--- src/hw/rtl/rsfb_pkg.sv ---
// rsfb_pkg: shared types, constants and checksum function for the radio status frame builder
// no dependencies

package rsfb_pkg;

    localparam int unsigned FRAME_LEN = 17;
    localparam int unsigned IDX_W     = $clog2(FRAME_LEN);
    localparam int unsigned CFG_IDX_W = 8;

    localparam logic [7:0]  FRAME_START  = 8'hFE;
    localparam logic [7:0]  PAYLOAD_LEN  = 8'd9;
    localparam logic [15:0] CRC_INIT     = 16'hFFFF;
    localparam logic [15:0] MIN_TX_SPACE = 16'(FRAME_LEN);

    localparam logic [7:0] RST_SOURCE_SYSTEM    = 8'd51;
    localparam logic [7:0] RST_SOURCE_COMPONENT = 8'd68;
    localparam logic [7:0] RST_MESSAGE_ID       = 8'd109;
    localparam logic [7:0] RST_CRC_EXTRA        = 8'd185;

    // configuration register indexes
    localparam logic [CFG_IDX_W-1:0] CFG_SOURCE_SYSTEM    = 8'd0;
    localparam logic [CFG_IDX_W-1:0] CFG_SOURCE_COMPONENT = 8'd1;
    localparam logic [CFG_IDX_W-1:0] CFG_MESSAGE_ID       = 8'd2;
    localparam logic [CFG_IDX_W-1:0] CFG_CRC_EXTRA        = 8'd3;

    // frame byte positions
    localparam logic [IDX_W-1:0] IDX_START   = 5'd0;
    localparam logic [IDX_W-1:0] IDX_LEN     = 5'd1;
    localparam logic [IDX_W-1:0] IDX_SEQ     = 5'd2;
    localparam logic [IDX_W-1:0] IDX_SYS     = 5'd3;
    localparam logic [IDX_W-1:0] IDX_COMP    = 5'd4;
    localparam logic [IDX_W-1:0] IDX_MSG     = 5'd5;
    localparam logic [IDX_W-1:0] IDX_RXE_LO  = 5'd6;
    localparam logic [IDX_W-1:0] IDX_RXE_HI  = 5'd7;
    localparam logic [IDX_W-1:0] IDX_COR_LO  = 5'd8;
    localparam logic [IDX_W-1:0] IDX_COR_HI  = 5'd9;
    localparam logic [IDX_W-1:0] IDX_LRSSI   = 5'd10;
    localparam logic [IDX_W-1:0] IDX_RRSSI   = 5'd11;
    localparam logic [IDX_W-1:0] IDX_TXSP    = 5'd12;
    localparam logic [IDX_W-1:0] IDX_LNOISE  = 5'd13;
    localparam logic [IDX_W-1:0] IDX_RNOISE  = 5'd14;
    localparam logic [IDX_W-1:0] IDX_CRC_LO  = 5'd15;
    localparam logic [IDX_W-1:0] IDX_CRC_HI  = 5'd16;

    typedef struct packed {
        logic             load;
        logic             advance;
        logic [IDX_W-1:0] idx;
    } t_dp_cmd;

    typedef struct packed {
        logic short_space;
    } t_dp_status;

    typedef enum logic [1:0] {
        ST_IDLE = 2'b01,
        ST_SEND = 2'b10
    } t_state;

    function automatic logic [15:0] x25_step(input logic [15:0] crc, input logic [7:0] b);
        logic [7:0] t;
        t = b ^ crc[7:0];
        t = t ^ {t[3:0], 4'b0000};
        return {8'h00, crc[15:8]} ^ {t, 8'h00} ^ {5'b00000, t, 3'b000} ^ {12'h000, t[7:4]};
    endfunction

endpackage

--- src/hw/rtl/rsfb_if.sv ---
// rsfb_if: valid/ready channel interfaces for request, frame byte and configuration
// no dependencies

interface rsfb_req_if;
    logic        valid;
    logic        ready;
    logic [15:0] rx_error_count;
    logic [15:0] corrected_count;
    logic [7:0]  local_rssi;
    logic [7:0]  remote_rssi;
    logic [7:0]  local_noise;
    logic [7:0]  remote_noise;
    logic [15:0] tx_space;

    modport source (output valid, rx_error_count, corrected_count, local_rssi, remote_rssi,
                    local_noise, remote_noise, tx_space, input ready);
    modport sink   (input valid, rx_error_count, corrected_count, local_rssi, remote_rssi,
                    local_noise, remote_noise, tx_space, output ready);
endinterface

interface rsfb_byte_if;
    logic       valid;
    logic       ready;
    logic [7:0] out_byte;
    logic       last_byte;

    modport source (output valid, out_byte, last_byte, input ready);
    modport sink   (input valid, out_byte, last_byte, output ready);
endinterface

interface rsfb_cfg_if;
    logic       valid;
    logic       ready;
    logic [7:0] index;
    logic [7:0] data;

    modport source (output valid, index, data, input ready);
    modport sink   (input valid, index, data, output ready);
endinterface

--- src/hw/rtl/rsfb_datapath.sv ---
// rsfb_datapath: config registers, captured request fields, sequence number and x25 checksum
// depends on rsfb_pkg

module rsfb_datapath
    import rsfb_pkg::*;
(
    input  logic           i_clk,
    input  logic           i_rst_n,
    input  t_dp_cmd        i_cmd,
    output t_dp_status     o_status,
    input  logic           i_cfg_we,
    input  logic [7:0]     i_cfg_index,
    input  logic [7:0]     i_cfg_data,
    input  logic [15:0]    i_rx_error_count,
    input  logic [15:0]    i_corrected_count,
    input  logic [7:0]     i_local_rssi,
    input  logic [7:0]     i_remote_rssi,
    input  logic [7:0]     i_local_noise,
    input  logic [7:0]     i_remote_noise,
    input  logic [15:0]    i_tx_space,
    output logic [7:0]     o_out_byte,
    output logic           o_last_byte
);

    logic [7:0]  r_source_system;
    logic [7:0]  r_source_component;
    logic [7:0]  r_message_id;
    logic [7:0]  r_crc_extra;
    logic [7:0]  r_seq;
    logic [7:0]  r_frame_seq;
    logic [15:0] r_rx_err;
    logic [15:0] r_corr;
    logic [7:0]  r_lrssi;
    logic [7:0]  r_rrssi;
    logic [7:0]  r_txsp;
    logic [7:0]  r_lnoise;
    logic [7:0]  r_rnoise;
    logic [15:0] r_crc;
    logic [15:0] n_crc;
    logic [15:0] crc_byte;
    logic [7:0]  cur_byte;

    always_ff @(posedge i_clk) begin
        if (!i_rst_n) begin
            r_source_system    <= RST_SOURCE_SYSTEM;
            r_source_component <= RST_SOURCE_COMPONENT;
            r_message_id       <= RST_MESSAGE_ID;
            r_crc_extra        <= RST_CRC_EXTRA;
        end else if (i_cfg_we) begin
            case (i_cfg_index)
                CFG_SOURCE_SYSTEM:    r_source_system    <= i_cfg_data;
                CFG_SOURCE_COMPONENT: r_source_component <= i_cfg_data;
                CFG_MESSAGE_ID:       r_message_id       <= i_cfg_data;
                CFG_CRC_EXTRA:        r_crc_extra        <= i_cfg_data;
                default: ;
            endcase
        end
    end

    always_ff @(posedge i_clk) begin
        if (!i_rst_n) begin
            r_seq <= 8'd0;
        end else if (i_cmd.load) begin
            r_seq <= r_seq + 8'd1;
        end
    end

    // captured request, no reset needed
    always_ff @(posedge i_clk) begin
        if (i_cmd.load) begin
            r_frame_seq <= r_seq;
            r_rx_err    <= i_rx_error_count;
            r_corr      <= i_corrected_count;
            r_lrssi     <= i_local_rssi;
            r_rrssi     <= i_remote_rssi;
            r_txsp      <= i_tx_space[7:0];
            r_lnoise    <= i_local_noise;
            r_rnoise    <= i_remote_noise;
        end
    end

    always_comb begin
        case (i_cmd.idx)
            IDX_START:  cur_byte = FRAME_START;
            IDX_LEN:    cur_byte = PAYLOAD_LEN;
            IDX_SEQ:    cur_byte = r_frame_seq;
            IDX_SYS:    cur_byte = r_source_system;
            IDX_COMP:   cur_byte = r_source_component;
            IDX_MSG:    cur_byte = r_message_id;
            IDX_RXE_LO: cur_byte = r_rx_err[7:0];
            IDX_RXE_HI: cur_byte = r_rx_err[15:8];
            IDX_COR_LO: cur_byte = r_corr[7:0];
            IDX_COR_HI: cur_byte = r_corr[15:8];
            IDX_LRSSI:  cur_byte = r_lrssi;
            IDX_RRSSI:  cur_byte = r_rrssi;
            IDX_TXSP:   cur_byte = r_txsp;
            IDX_LNOISE: cur_byte = r_lnoise;
            IDX_RNOISE: cur_byte = r_rnoise;
            IDX_CRC_LO: cur_byte = r_crc[7:0];
            IDX_CRC_HI: cur_byte = r_crc[15:8];
            default:    cur_byte = 8'h00;
        endcase
    end

    // checksum runs over bytes one to fourteen as they leave, seed folded after the last
    always_comb begin
        crc_byte = x25_step(r_crc, cur_byte);
        n_crc    = r_crc;
        if (i_cmd.advance) begin
            if (i_cmd.idx == IDX_RNOISE) begin
                n_crc = x25_step(crc_byte, r_crc_extra);
            end else if (i_cmd.idx >= IDX_LEN && i_cmd.idx < IDX_RNOISE) begin
                n_crc = crc_byte;
            end
        end
    end

    always_ff @(posedge i_clk) begin
        if (i_cmd.load) begin
            r_crc <= CRC_INIT;
        end else begin
            r_crc <= n_crc;
        end
    end

    assign o_status.short_space = (i_tx_space < MIN_TX_SPACE);
    assign o_out_byte           = cur_byte;
    assign o_last_byte          = (i_cmd.idx == IDX_CRC_HI);

endmodule

--- src/hw/rtl/rsfb_ctrl.sv ---
// rsfb_ctrl: state machine that accepts requests and steps the frame byte index
// depends on rsfb_pkg

module rsfb_ctrl
    import rsfb_pkg::*;
(
    input  logic       i_clk,
    input  logic       i_rst_n,
    input  logic       i_req_valid,
    output logic       o_req_ready,
    output logic       o_out_valid,
    input  logic       i_out_ready,
    input  t_dp_status i_status,
    output t_dp_cmd    o_cmd
);

    t_state           r_state;
    t_state           n_state;
    logic [IDX_W-1:0] r_idx;
    logic [IDX_W-1:0] n_idx;
    logic             req_xfer;
    logic             out_xfer;

    assign o_req_ready = (r_state == ST_IDLE);
    assign o_out_valid = (r_state == ST_SEND);
    assign req_xfer    = i_req_valid && o_req_ready;
    assign out_xfer    = o_out_valid && i_out_ready;

    always_comb begin
        n_state = r_state;
        n_idx   = r_idx;
        case (r_state)
            ST_IDLE: begin
                if (req_xfer && !i_status.short_space) begin
                    n_state = ST_SEND;
                    n_idx   = IDX_START;
                end
            end
            ST_SEND: begin
                if (out_xfer) begin
                    if (r_idx == IDX_CRC_HI) begin
                        n_state = ST_IDLE;
                    end else begin
                        n_idx = r_idx + IDX_W'(1);
                    end
                end
            end
            default: begin
                n_state = ST_IDLE;
            end
        endcase
    end

    always_ff @(posedge i_clk) begin
        if (!i_rst_n) begin
            r_state <= ST_IDLE;
            r_idx   <= IDX_START;
        end else begin
            r_state <= n_state;
            r_idx   <= n_idx;
        end
    end

    assign o_cmd.load    = req_xfer;
    assign o_cmd.advance = out_xfer;
    assign o_cmd.idx     = r_idx;

`ifndef SYNTHESIS
    a_last_to_idle: assert property (@(posedge i_clk) disable iff (!i_rst_n)
        (out_xfer && r_idx == IDX_CRC_HI) |=> (o_req_ready && !o_out_valid))
        else $error("frame end did not return to idle");

    a_short_drops: assert property (@(posedge i_clk) disable iff (!i_rst_n)
        (req_xfer && i_status.short_space) |=> (o_req_ready && !o_out_valid))
        else $error("short tx space request started a frame");

    a_frame_starts: assert property (@(posedge i_clk) disable iff (!i_rst_n)
        (req_xfer && !i_status.short_space) |=> (o_out_valid && r_idx == IDX_START))
        else $error("frame did not start at the start byte");

    a_stall_holds_idx: assert property (@(posedge i_clk) disable iff (!i_rst_n)
        (o_out_valid && !i_out_ready) |=> $stable(r_idx))
        else $error("byte index moved during stall");
`endif

endmodule

--- src/hw/rtl/radio_status_frame_builder_top.sv ---
// radio_status_frame_builder_top: builds a 17-byte radio status frame with x25 checksum
// depends on rsfb_pkg, rsfb_if, rsfb_ctrl, rsfb_datapath
//
//  channel  dir  role                           payload
//  i_req    in   status request                 counters, rssi, noise, tx_space
//  o_frm    out  frame byte stream              out_byte, last_byte
//  i_cfg    in   config register write          index, data
//
// a request is accepted while idle, then its 17 bytes are transferred, one per cycle while
// o_frm is ready, set by the byte index counter that steps the frame and checksum
// a request is taken only between frames; a request with tx_space below 17 emits nothing
// and still advances the sequence number
// a stall on o_frm holds the current byte; synchronous active-low reset restores the
// register defaults and clears the sequence number; config writes are taken every cycle

module radio_status_frame_builder_top
    import rsfb_pkg::*;
(
    input  logic   i_clk,
    input  logic   i_rst_n,
    rsfb_req_if.sink    i_req,
    rsfb_byte_if.source o_frm,
    rsfb_cfg_if.sink    i_cfg
);

    t_dp_cmd    cmd;
    t_dp_status status;
    logic       req_ready;
    logic       out_valid;

    assign i_cfg.ready = 1'b1;
    assign i_req.ready = req_ready;
    assign o_frm.valid = out_valid;

    rsfb_ctrl u_ctrl (
        .i_clk       (i_clk),
        .i_rst_n     (i_rst_n),
        .i_req_valid (i_req.valid),
        .o_req_ready (req_ready),
        .o_out_valid (out_valid),
        .i_out_ready (o_frm.ready),
        .i_status    (status),
        .o_cmd       (cmd)
    );

    rsfb_datapath u_datapath (
        .i_clk             (i_clk),
        .i_rst_n           (i_rst_n),
        .i_cmd             (cmd),
        .o_status          (status),
        .i_cfg_we          (i_cfg.valid),
        .i_cfg_index       (i_cfg.index),
        .i_cfg_data        (i_cfg.data),
        .i_rx_error_count  (i_req.rx_error_count),
        .i_corrected_count (i_req.corrected_count),
        .i_local_rssi      (i_req.local_rssi),
        .i_remote_rssi     (i_req.remote_rssi),
        .i_local_noise     (i_req.local_noise),
        .i_remote_noise    (i_req.remote_noise),
        .i_tx_space        (i_req.tx_space),
        .o_out_byte        (o_frm.out_byte),
        .o_last_byte       (o_frm.last_byte)
    );

endmodule

--- src/flat_wrapper.sv ---
// flat-port wrapper written by rule: the top's interface ports become plain ports
module radio_status_frame_builder_top_flat import rsfb_pkg::*;
  (i_clk, i_rst_n, i_req_valid, i_req_rx_error_count, i_req_corrected_count, i_req_local_rssi, i_req_remote_rssi, i_req_local_noise, i_req_remote_noise, i_req_tx_space, i_req_ready, o_frm_valid, o_frm_out_byte, o_frm_last_byte, o_frm_ready, i_cfg_valid, i_cfg_index, i_cfg_data, i_cfg_ready);
  rsfb_req_if i_req_i ();
  rsfb_byte_if o_frm_i ();
  rsfb_cfg_if i_cfg_i ();
  input  logic i_clk;
  input  logic i_rst_n;
  input wire logic [$bits(i_req_i.valid)-1:0] i_req_valid;
  input wire logic [$bits(i_req_i.rx_error_count)-1:0] i_req_rx_error_count;
  input wire logic [$bits(i_req_i.corrected_count)-1:0] i_req_corrected_count;
  input wire logic [$bits(i_req_i.local_rssi)-1:0] i_req_local_rssi;
  input wire logic [$bits(i_req_i.remote_rssi)-1:0] i_req_remote_rssi;
  input wire logic [$bits(i_req_i.local_noise)-1:0] i_req_local_noise;
  input wire logic [$bits(i_req_i.remote_noise)-1:0] i_req_remote_noise;
  input wire logic [$bits(i_req_i.tx_space)-1:0] i_req_tx_space;
  output wire logic [$bits(i_req_i.ready)-1:0] i_req_ready;
  output wire logic [$bits(o_frm_i.valid)-1:0] o_frm_valid;
  output wire logic [$bits(o_frm_i.out_byte)-1:0] o_frm_out_byte;
  output wire logic [$bits(o_frm_i.last_byte)-1:0] o_frm_last_byte;
  input wire logic [$bits(o_frm_i.ready)-1:0] o_frm_ready;
  input wire logic [$bits(i_cfg_i.valid)-1:0] i_cfg_valid;
  input wire logic [$bits(i_cfg_i.index)-1:0] i_cfg_index;
  input wire logic [$bits(i_cfg_i.data)-1:0] i_cfg_data;
  output wire logic [$bits(i_cfg_i.ready)-1:0] i_cfg_ready;
  assign i_req_i.valid = i_req_valid;
  assign i_req_i.rx_error_count = i_req_rx_error_count;
  assign i_req_i.corrected_count = i_req_corrected_count;
  assign i_req_i.local_rssi = i_req_local_rssi;
  assign i_req_i.remote_rssi = i_req_remote_rssi;
  assign i_req_i.local_noise = i_req_local_noise;
  assign i_req_i.remote_noise = i_req_remote_noise;
  assign i_req_i.tx_space = i_req_tx_space;
  assign i_req_ready = i_req_i.ready;
  assign o_frm_valid = o_frm_i.valid;
  assign o_frm_out_byte = o_frm_i.out_byte;
  assign o_frm_last_byte = o_frm_i.last_byte;
  assign o_frm_i.ready = o_frm_ready;
  assign i_cfg_i.valid = i_cfg_valid;
  assign i_cfg_i.index = i_cfg_index;
  assign i_cfg_i.data = i_cfg_data;
  assign i_cfg_ready = i_cfg_i.ready;
  radio_status_frame_builder_top u_core (.i_clk(i_clk), .i_rst_n(i_rst_n), .i_req(i_req_i), .o_frm(o_frm_i), .i_cfg(i_cfg_i));
endmodule
--- config.mk ---
export PLATFORM = sky130hd
export DESIGN_NAME = radio_status_frame_builder_top_flat
export DESIGN_NICKNAME = d
export VERILOG_FILES = /design/src/hw/rtl/rsfb_pkg.sv /design/src/hw/rtl/rsfb_if.sv /design/src/hw/rtl/rsfb_datapath.sv /design/src/hw/rtl/rsfb_ctrl.sv /design/src/hw/rtl/radio_status_frame_builder_top.sv /design/src/flat_wrapper.sv
export SDC_FILE = /design/constraint.sdc
export NUM_CORES = 1
export LEC_CHECK = 0
export BUFFER_PORTS_ARGS = -buffer_cell sky130_fd_sc_hd__buf_2
export CAP_MARGIN = 25
export CORE_ASPECT_RATIO = 1.5
export CORE_MARGIN = 3
export CORE_UTILIZATION = 25
export DETAILED_ROUTE_END_ITERATION = 6
export GPL_TIMING_DRIVEN = 0
export PLACE_DENSITY = 0.39
export SYNTH_ARGS = -nofsm -noshare
export SYNTH_HDL_FRONTEND = slang
export SYNTH_SLANG_ARGS = --single-unit
--- constraint.sdc ---
create_clock -name i_clk -period 4.1 [get_ports i_clk]
set_input_delay 0.205 -clock i_clk [delete_from_list [all_inputs] [get_ports i_clk]]
set_output_delay 0.205 -clock i_clk [all_outputs]
set_load 0.1 [all_outputs]
==> Yosys cells after proc, flatten, opt, wreduce, memory -nomap -nowiden <==
Index checks and enable logic that the tools add are counted.
{ "classes": {"n_eq_ne": 25, "bitwise": 10, "n_div": 0, "reduce_logical": 16, "shifts": 0, "magnitude_cmp": 3, "n_addsub": 2, "mux": 11, "mul": 0} }
{ "op_table": {"columns": ["operator", "n"], "rows": [
  ["case mux 8 bit (17 select lines)", 1],
  ["equality test 5 x 4 -> 1 bit (second input constant)", 8],
  ["two-way mux 16 bit", 2],
  ["XOR 16 x 11 -> 16 bit", 2],
  ["XOR 16 x 4 -> 16 bit", 2],
  ["XOR 8 x 16 -> 16 bit", 2],
  ["XOR 8 bit", 4],
  ["equality test 5 x 3 -> 1 bit (second input constant)", 4],
  ["equality test 8 x 2 -> 1 bit (second input constant)", 2],
  ["< comparator 16 x 5 -> 1 bit (second input constant)", 1],
  ["two-way mux 5 bit", 3],
  ["equality test 5 x 2 -> 1 bit (second input constant)", 2],
  ["case mux 5 bit (2 select lines)", 1],
  ["AND reduction 2 bit", 5],
  ["adder 8 x 1 -> 8 bit (second input constant)", 1],
  ["equality test 8 x 1 -> 1 bit (second input constant)", 1],
  ["logical NOT 8 bit", 1],
  ["two-way mux 2 bit", 3],
  ["adder 5 x 1 -> 5 bit (second input constant)", 1],
  ["equality test 5 x 1 -> 1 bit (second input constant)", 1],
  ["equality test 5 bit (second input constant)", 1],
  [">= comparator 5 x 1 -> 1 bit (second input constant)", 1],
  ["logical NOT 5 bit", 1],
  ["< comparator 5 x 4 -> 1 bit (second input constant)", 1],
  ["other kinds (10)", 16]
]} }
{ "word_totals": {"output_inout_bits": 12, "mem_count": 0, "inputBits": 101, "latchBits": 0, "register_bits": 143, "wordCells": 83, "mem_bits_ro": 0, "ram_bits": 0} }

==> Depth between registers and ports, before layout <==
{ "logic_depth": {"word_depth": 13, "depth_mapped": 15, "ltp_nobuf": 12} }

==> Modules after synthesis <==
Synthesis repeated with hierarchy kept, for this count alone.
{ "unflattened": {"hier_cells": 589, "hier_area_um2": 7013.0} }
{ "by_module_without_submodules": {"columns": ["module", "seq_area_each_um2", "n_inst", "area_each_um2", "cells_per_inst"], "rows": [
  ["rsfb_datapath", 3523.4, 1, 6537.5, 540],
  ["rsfb_ctrl", 140.1, 1, 464.2, 47],
  ["radio_status_frame_builder_top", 0.0, 1, 11.3, 2]
]} }

==> Worst setup path after synthesis <==
No wires, ideal clock.
{ "synth_timing": {"path_type": "flip-flop to flip-flop", "from": "reg u_core.u_ctrl.r_state[0]", "to": "reg u_core.u_datapath.r_corr[0], enable pin", "required_ns": 3.624, "arrival_ns": 4.949, "stages_incl_launch_ff": 5, "slack_ns": -1.325, "setup_ns": 0.476, "path_cell_list": "dfxtp_1 -> nor2b_1 -> nand2_1 -> clkinv_1 -> clkbuf_1"} }
{ "synth_lines": {"columns": ["element", "line", "text"], "rows": [
  ["start: declaration", "rsfb_ctrl.sv:17", "t_state r_state;"],
  ["start signal: assignment", "rsfb_ctrl.sv:59", "r_state <= n_state;"],
  ["end signal: assignment", "rsfb_datapath.sv:73", "r_corr <= i_corrected_count;"],
  ["end: declaration", "rsfb_datapath.sv:32", "logic [15:0] r_corr;"]
]} }

==> Worst setup path in the final report <==
{ "layout_timing": {"from": "reg u_core.u_ctrl.r_idx[0]", "to": "reg u_core.u_datapath.r_crc[10]"} }
{ "layout_via": {"elab_chain_cells": 11, "word_cells_on_any_way": 35, "classes_between": "order compare: 2; eq/ne: 16; mux: 3; bitwise: 10; reduce/logical: 4"} }
{ "layout_lines": {"columns": ["element", "line", "text"], "rows": [
  ["start: declaration", "rsfb_ctrl.sv:19", "logic [IDX_W-1:0] r_idx;"],
  ["start signal: assignment", "rsfb_ctrl.sv:60", "r_idx <= n_idx;"],
  ["equality test 5 bit (tied with other cells)", "rsfb_datapath.sv:83", "case (i_cmd.idx)"],
  ["case mux 8 bit (17 select lines)", "rsfb_datapath.sv:83", null],
  ["XOR 8 bit", "rsfb_pkg.sv:62", "t = b ^ crc[7:0];"],
  ["XOR 8 bit", "rsfb_pkg.sv:63", "t = t ^ {t[3:0], 4'b0000};"],
  ["XOR 16 x 4 -> 16 bit or XOR 16 x 11 -> 16 bit (tied branches)", "rsfb_pkg.sv:64", "return {8'h00, crc[15:8]} ^ {t, 8'h00} ^ {5'b00000, t, 3'b000} ^ {12'h000, t[7:4]};"],
  ["XOR 8 bit or XOR 16 x 4 -> 16 bit (tied branches)", "rsfb_pkg.sv:62, rsfb_pkg.sv:64", null],
  ["XOR 8 bit, on equally long branches", "rsfb_pkg.sv:63, rsfb_pkg.sv:62", null],
  ["XOR 8 x 16 -> 16 bit or XOR 8 bit (tied branches)", "rsfb_pkg.sv:64, rsfb_pkg.sv:63", null],
  ["XOR 16 x 11 -> 16 bit", "rsfb_pkg.sv:64", null],
  ["XOR 16 x 4 -> 16 bit", "rsfb_pkg.sv:64", null],
  ["two-way mux 16 bit", "rsfb_datapath.sv:110", "if (i_cmd.idx == IDX_RNOISE) begin"],
  ["end signal: assignment", "rsfb_datapath.sv:122", "r_crc <= n_crc;"],
  ["end: declaration", "rsfb_datapath.sv:38", "logic [15:0] r_crc;"]
]} }
Several ways; a longest one is shown, not always the timed one. The select of a mux whose other input is x is not followed.
A chain may end at the register's enable or synchronous reset.

==> flow_summary_export.csv <==
group,metric,value,unit
status,status,"complete, no violations",
timing,whs,86.4,ps
floorplanning,dieArea,0.0296,mm²
timing,fmax,257,MHz
job,cap_violations,0,
clocking,clk_pin_slew,60,ps
floorplanning,row_count,73,
timing,rsz0062_at_grt,"no",
critical_path,crit_cells,14,
place,dp_hpwl,18.0,mm
critical_path,arrival,4180,ps
timing,period_share,95.0,%
power_and_ir_drop,ir_worst_vdd,264,µV
floorplanning,initial_core_util,25.7,%
clocking,cts_buffer_depth,2,
global_routing,grt_usage,16.5,%
logic_synthesis,ys.flop_type,"edfxtp_1",
critical_path,worst_path_most_repeated_cell,"xnor2_1",
clocking,clkLatencyLatePin,430,ps
cells_and_area,fin_nets,913,
critical_path,crit_chain,"ha_1 > clkbuf_2 > and3_4 > ha_4 > buf_6 > a222oi_1 > o211a_1 > nand4_1 > xor2_4 > xor2_1 > xnor2_1 > xnor2_1 > a21oi_1 > o21ai_1",
critical_path,cpPeakStageDelay,460,ps
global_routing,grt_pass1_vias,5761,
detailed_routing,route.detailed.drc,0,
floorplanning,die_h,209,µm
logic_synthesis,syn_inst,600,
timing,hold_violations,0,
cells_and_area,layout_common_cells,"buf_2, edfxtp_1, dlygate4sd3_1, nand2_1, dfxtp_1",
logic_synthesis,synth-seq-cells,143,
cells_and_area,fillCellCount,2709,
logic_synthesis,synth.yosys.seq_area_share,53.2,%
critical_path,path_delay_family,"XOR/XNOR gates",
timing,post-route-min-period,3890,ps
min_path,min_path_cells,3,
power_and_ir_drop,swShare,25.1,%
place,finalWeightedCongestion,0.872,
timing,relSlewSlack,48.3,%
timing,maxSlewViolCount,0,
detailed_routing,wl_per_cell,20.7,µm
critical_path,critical_path.slowest_cell,"xor2_4",
global_routing,antenna_found_initial,0,
logic_synthesis,synth_edf_count,80,
min_path,holdCritPathClass,"in2reg",
logic_synthesis,syn_area,0.00689,mm²
logic_synthesis,synth_fp_nets,707,
power_and_ir_drop,p_int,2.77,mW
detailed_routing,postRouteAntennaNets,0,
logic_synthesis,synthArstFlopShare,0,%
power_and_ir_drop,p_leak,3.50,nW
cells_and_area,syn_to_final_growth,36.1,%
critical_path,critPathMaxFanout,10,
clocking,root_buffer,"clkbuf_16",
power_and_ir_drop,combPwrFrac,11.6,%
power_and_ir_drop,p_seq_share,45.2,%
timing,setup_tns,0,ps
clocking,cts_sinks,143,
detailed_routing,first_iter_violations,373,
cells_and_area,drive_above_1_share,24.4,%
timing,skew,6.50,ps
detailed_routing,dr.pass1.iters,5,
power_and_ir_drop,pwr-share-clk,43.2,%
floorplanning,core-area,0.0269,mm²
power_and_ir_drop,switching_power,0.929,mW
critical_path,reg2reg_depth,14,
global_routing,grt_max_degree,60,
logic_synthesis,avgSynthCellArea,11.5,µm²
logic_synthesis,yosys_warnings,0,
timing,tightest_slew,773,ps
floorplanning,ioPinCount,113,
critical_path,timing_worst_setup_path_type,"reg2reg",
detailed_routing,via_count,5415,
global_routing,overflow,0,
floorplanning,fp.dieW,142,µm
cells_and_area,layout_commonest_cell,"buf_2",
clocking,cts_htree_levels,4,
cells_and_area,n_antenna_cell,0,
logic_synthesis,yosysUniqueCellTypes,68,
detailed_routing,routed_wl,23.9,mm
place,port_buffers,110,
critical_path,worst-path-buf-inv,2,
clocking,cts_tree,"yes",
cells_and_area,reg.largest.list,"u_core.u_datapath.r_corr (16), u_core.u_datapath.r_crc (16), u_core.u_datapath.r_rx_err (16)",
timing,setup_viol,0,
power_and_ir_drop,p_total,3.69,mW
critical_path,worstPathRequired,4380,ps
power_and_ir_drop,power_density,394,mW/mm²
critical_path,end_kind,"flip-flop",
clocking,cts_buffers,17,
global_routing,grt_pass1_wl,36.0,mm
detailed_routing,viasPerCell,4.68,
critical_path,cp-start-kind,"flip-flop",
==> worst min-delay path, delay by kind of cell <==
kind / cells / cell delay, ps
buffers and inverters: 1 / 140
and+or+nand+nor: 2 / 130
==> final cells by class <==
| type | count | area [µm²] | area share, % |
|---|---|---|---|
| sequential | 143 | 3670 | 39.1 |
| multi-input combinational | 414 | 3120 | 33.3 |
| timing repair buffer | 188 | 1340 | 14.3 |
| clock buffer | 19 | 433 | 4.62 |
| tap | 337 | 422 | 4.50 |
| buffer | 32 | 195 | 2.08 |
| clock inverter | 13 | 163 | 1.74 |
| inverter | 10 | 37.5 | 0.400 |
==> power by group through the flow <==
stage	registers [mW]	clock network (mW)	logic (mW)
finish	1.67	1.59	0.429
global route	1.68	1.70	0.463
CTS	1.67	1.65	0.430
detailed placement	1.70	0	0.375
global placement	1.71	0	0.358
floorplan	1.69	0	0.228
==> logic make-up (layout without fill, tap and decap cells) <==
logic type	after synthesis	count (layout)	share of synthesized area (%)
and+or+nand+nor	189	189	14.4
DFF	143	143	53.2
AOI/OAI and AO/OA	112	112	10.8
xor gates and xnor gates	66	66	11.5
buffers and inverters	43	262	2.78
muxes	40	40	6.16
adders and majority gates	6	6	1.09
other	1	1	0.0544
==> routing by layer <==
metal | vias up | share of wire [%] | track usage, %
met5 | - | 0 | 0
met3 | 37 | 3.5 | 2.69
met2 | 164 | 52 | 29.2
met4 | 0 | 3.9 | 7.38
met1 | 2619 | 40 | 19.5
li1 | 2595 | - | -
==> cells in the mapped netlist, types with 4 or more instances <==
cell / instances / area share, %
xor2_2: 5 / 1.2
nand3_1: 26 / 1.9
mux2i_1: 33 / 4.8
nand2_1: 61 / 3.3
o211ai_1: 4 / 0.44
a221oi_1: 5 / 0.64
xnor3_1: 7 / 2.3
a21boi_0: 5 / 0.54
nor2_1: 23 / 1.3
a22oi_1: 20 / 2.2
a21oi_1: 26 / 1.9
o21ai_0: 21 / 1.5
nor2b_1: 24 / 2.2
inv_1: 8 / 0.44
a32oi_1: 4 / 0.51
a211oi_1: 5 / 0.54
nand4_1: 5 / 0.45
xor2_1: 17 / 2.2
nand2b_1: 4 / 0.36
buf_2: 6 / 0.44
ha_1: 6 / 1.1
xnor2_1: 31 / 3.9
nor3_1: 8 / 0.58
clkbuf_1: 21 / 1.1
mux2_2: 5 / 0.82
and2_1: 8 / 0.73
and3_1: 5 / 0.45
dfxtp_1: 63 / 18
edfxtp_1: 80 / 35
o221ai_1: 4 / 0.51
==> per-stage QoR <==
stage          instances  utilization, %  setup WS (ps)  area (µm²)
2_1_floorplan        600               -           -198        6960
3_3_place_gp        1047            29.5           -271        7930
3_5_place_dp        1051            29.7           -256        7990
4_1_cts             1154            34.7           18.5        9310
5_1_grt             1156            34.9           4.52        9370
6_report            1156            34.9            206        9370
==> final timing paths <==
kind | slack (ps) | end | from
worst max-delay path | 210 | u_core.u_datapath.r_crc[10] | u_core.u_ctrl.r_idx[0]
worst min-delay path | 90 | u_core.u_datapath.r_message_id[6] | i_cfg_data[6]
worst max register to register | 210 | u_core.u_datapath.r_crc[10] | u_core.u_ctrl.r_idx[0]
worst min register to register | 470 | u_core.u_datapath.r_frame_seq[7] | u_core.u_datapath.r_seq[7]
==> what timing repair did <==
item                       CTS  global route
hold endpoints to repair    72             0
buffers inserted             0             2
pin swaps                    0             2
gates resized for setup      2             9
hold buffers                72             0
setup endpoints to repair    7            11
(Power assumes the default switching activity.)
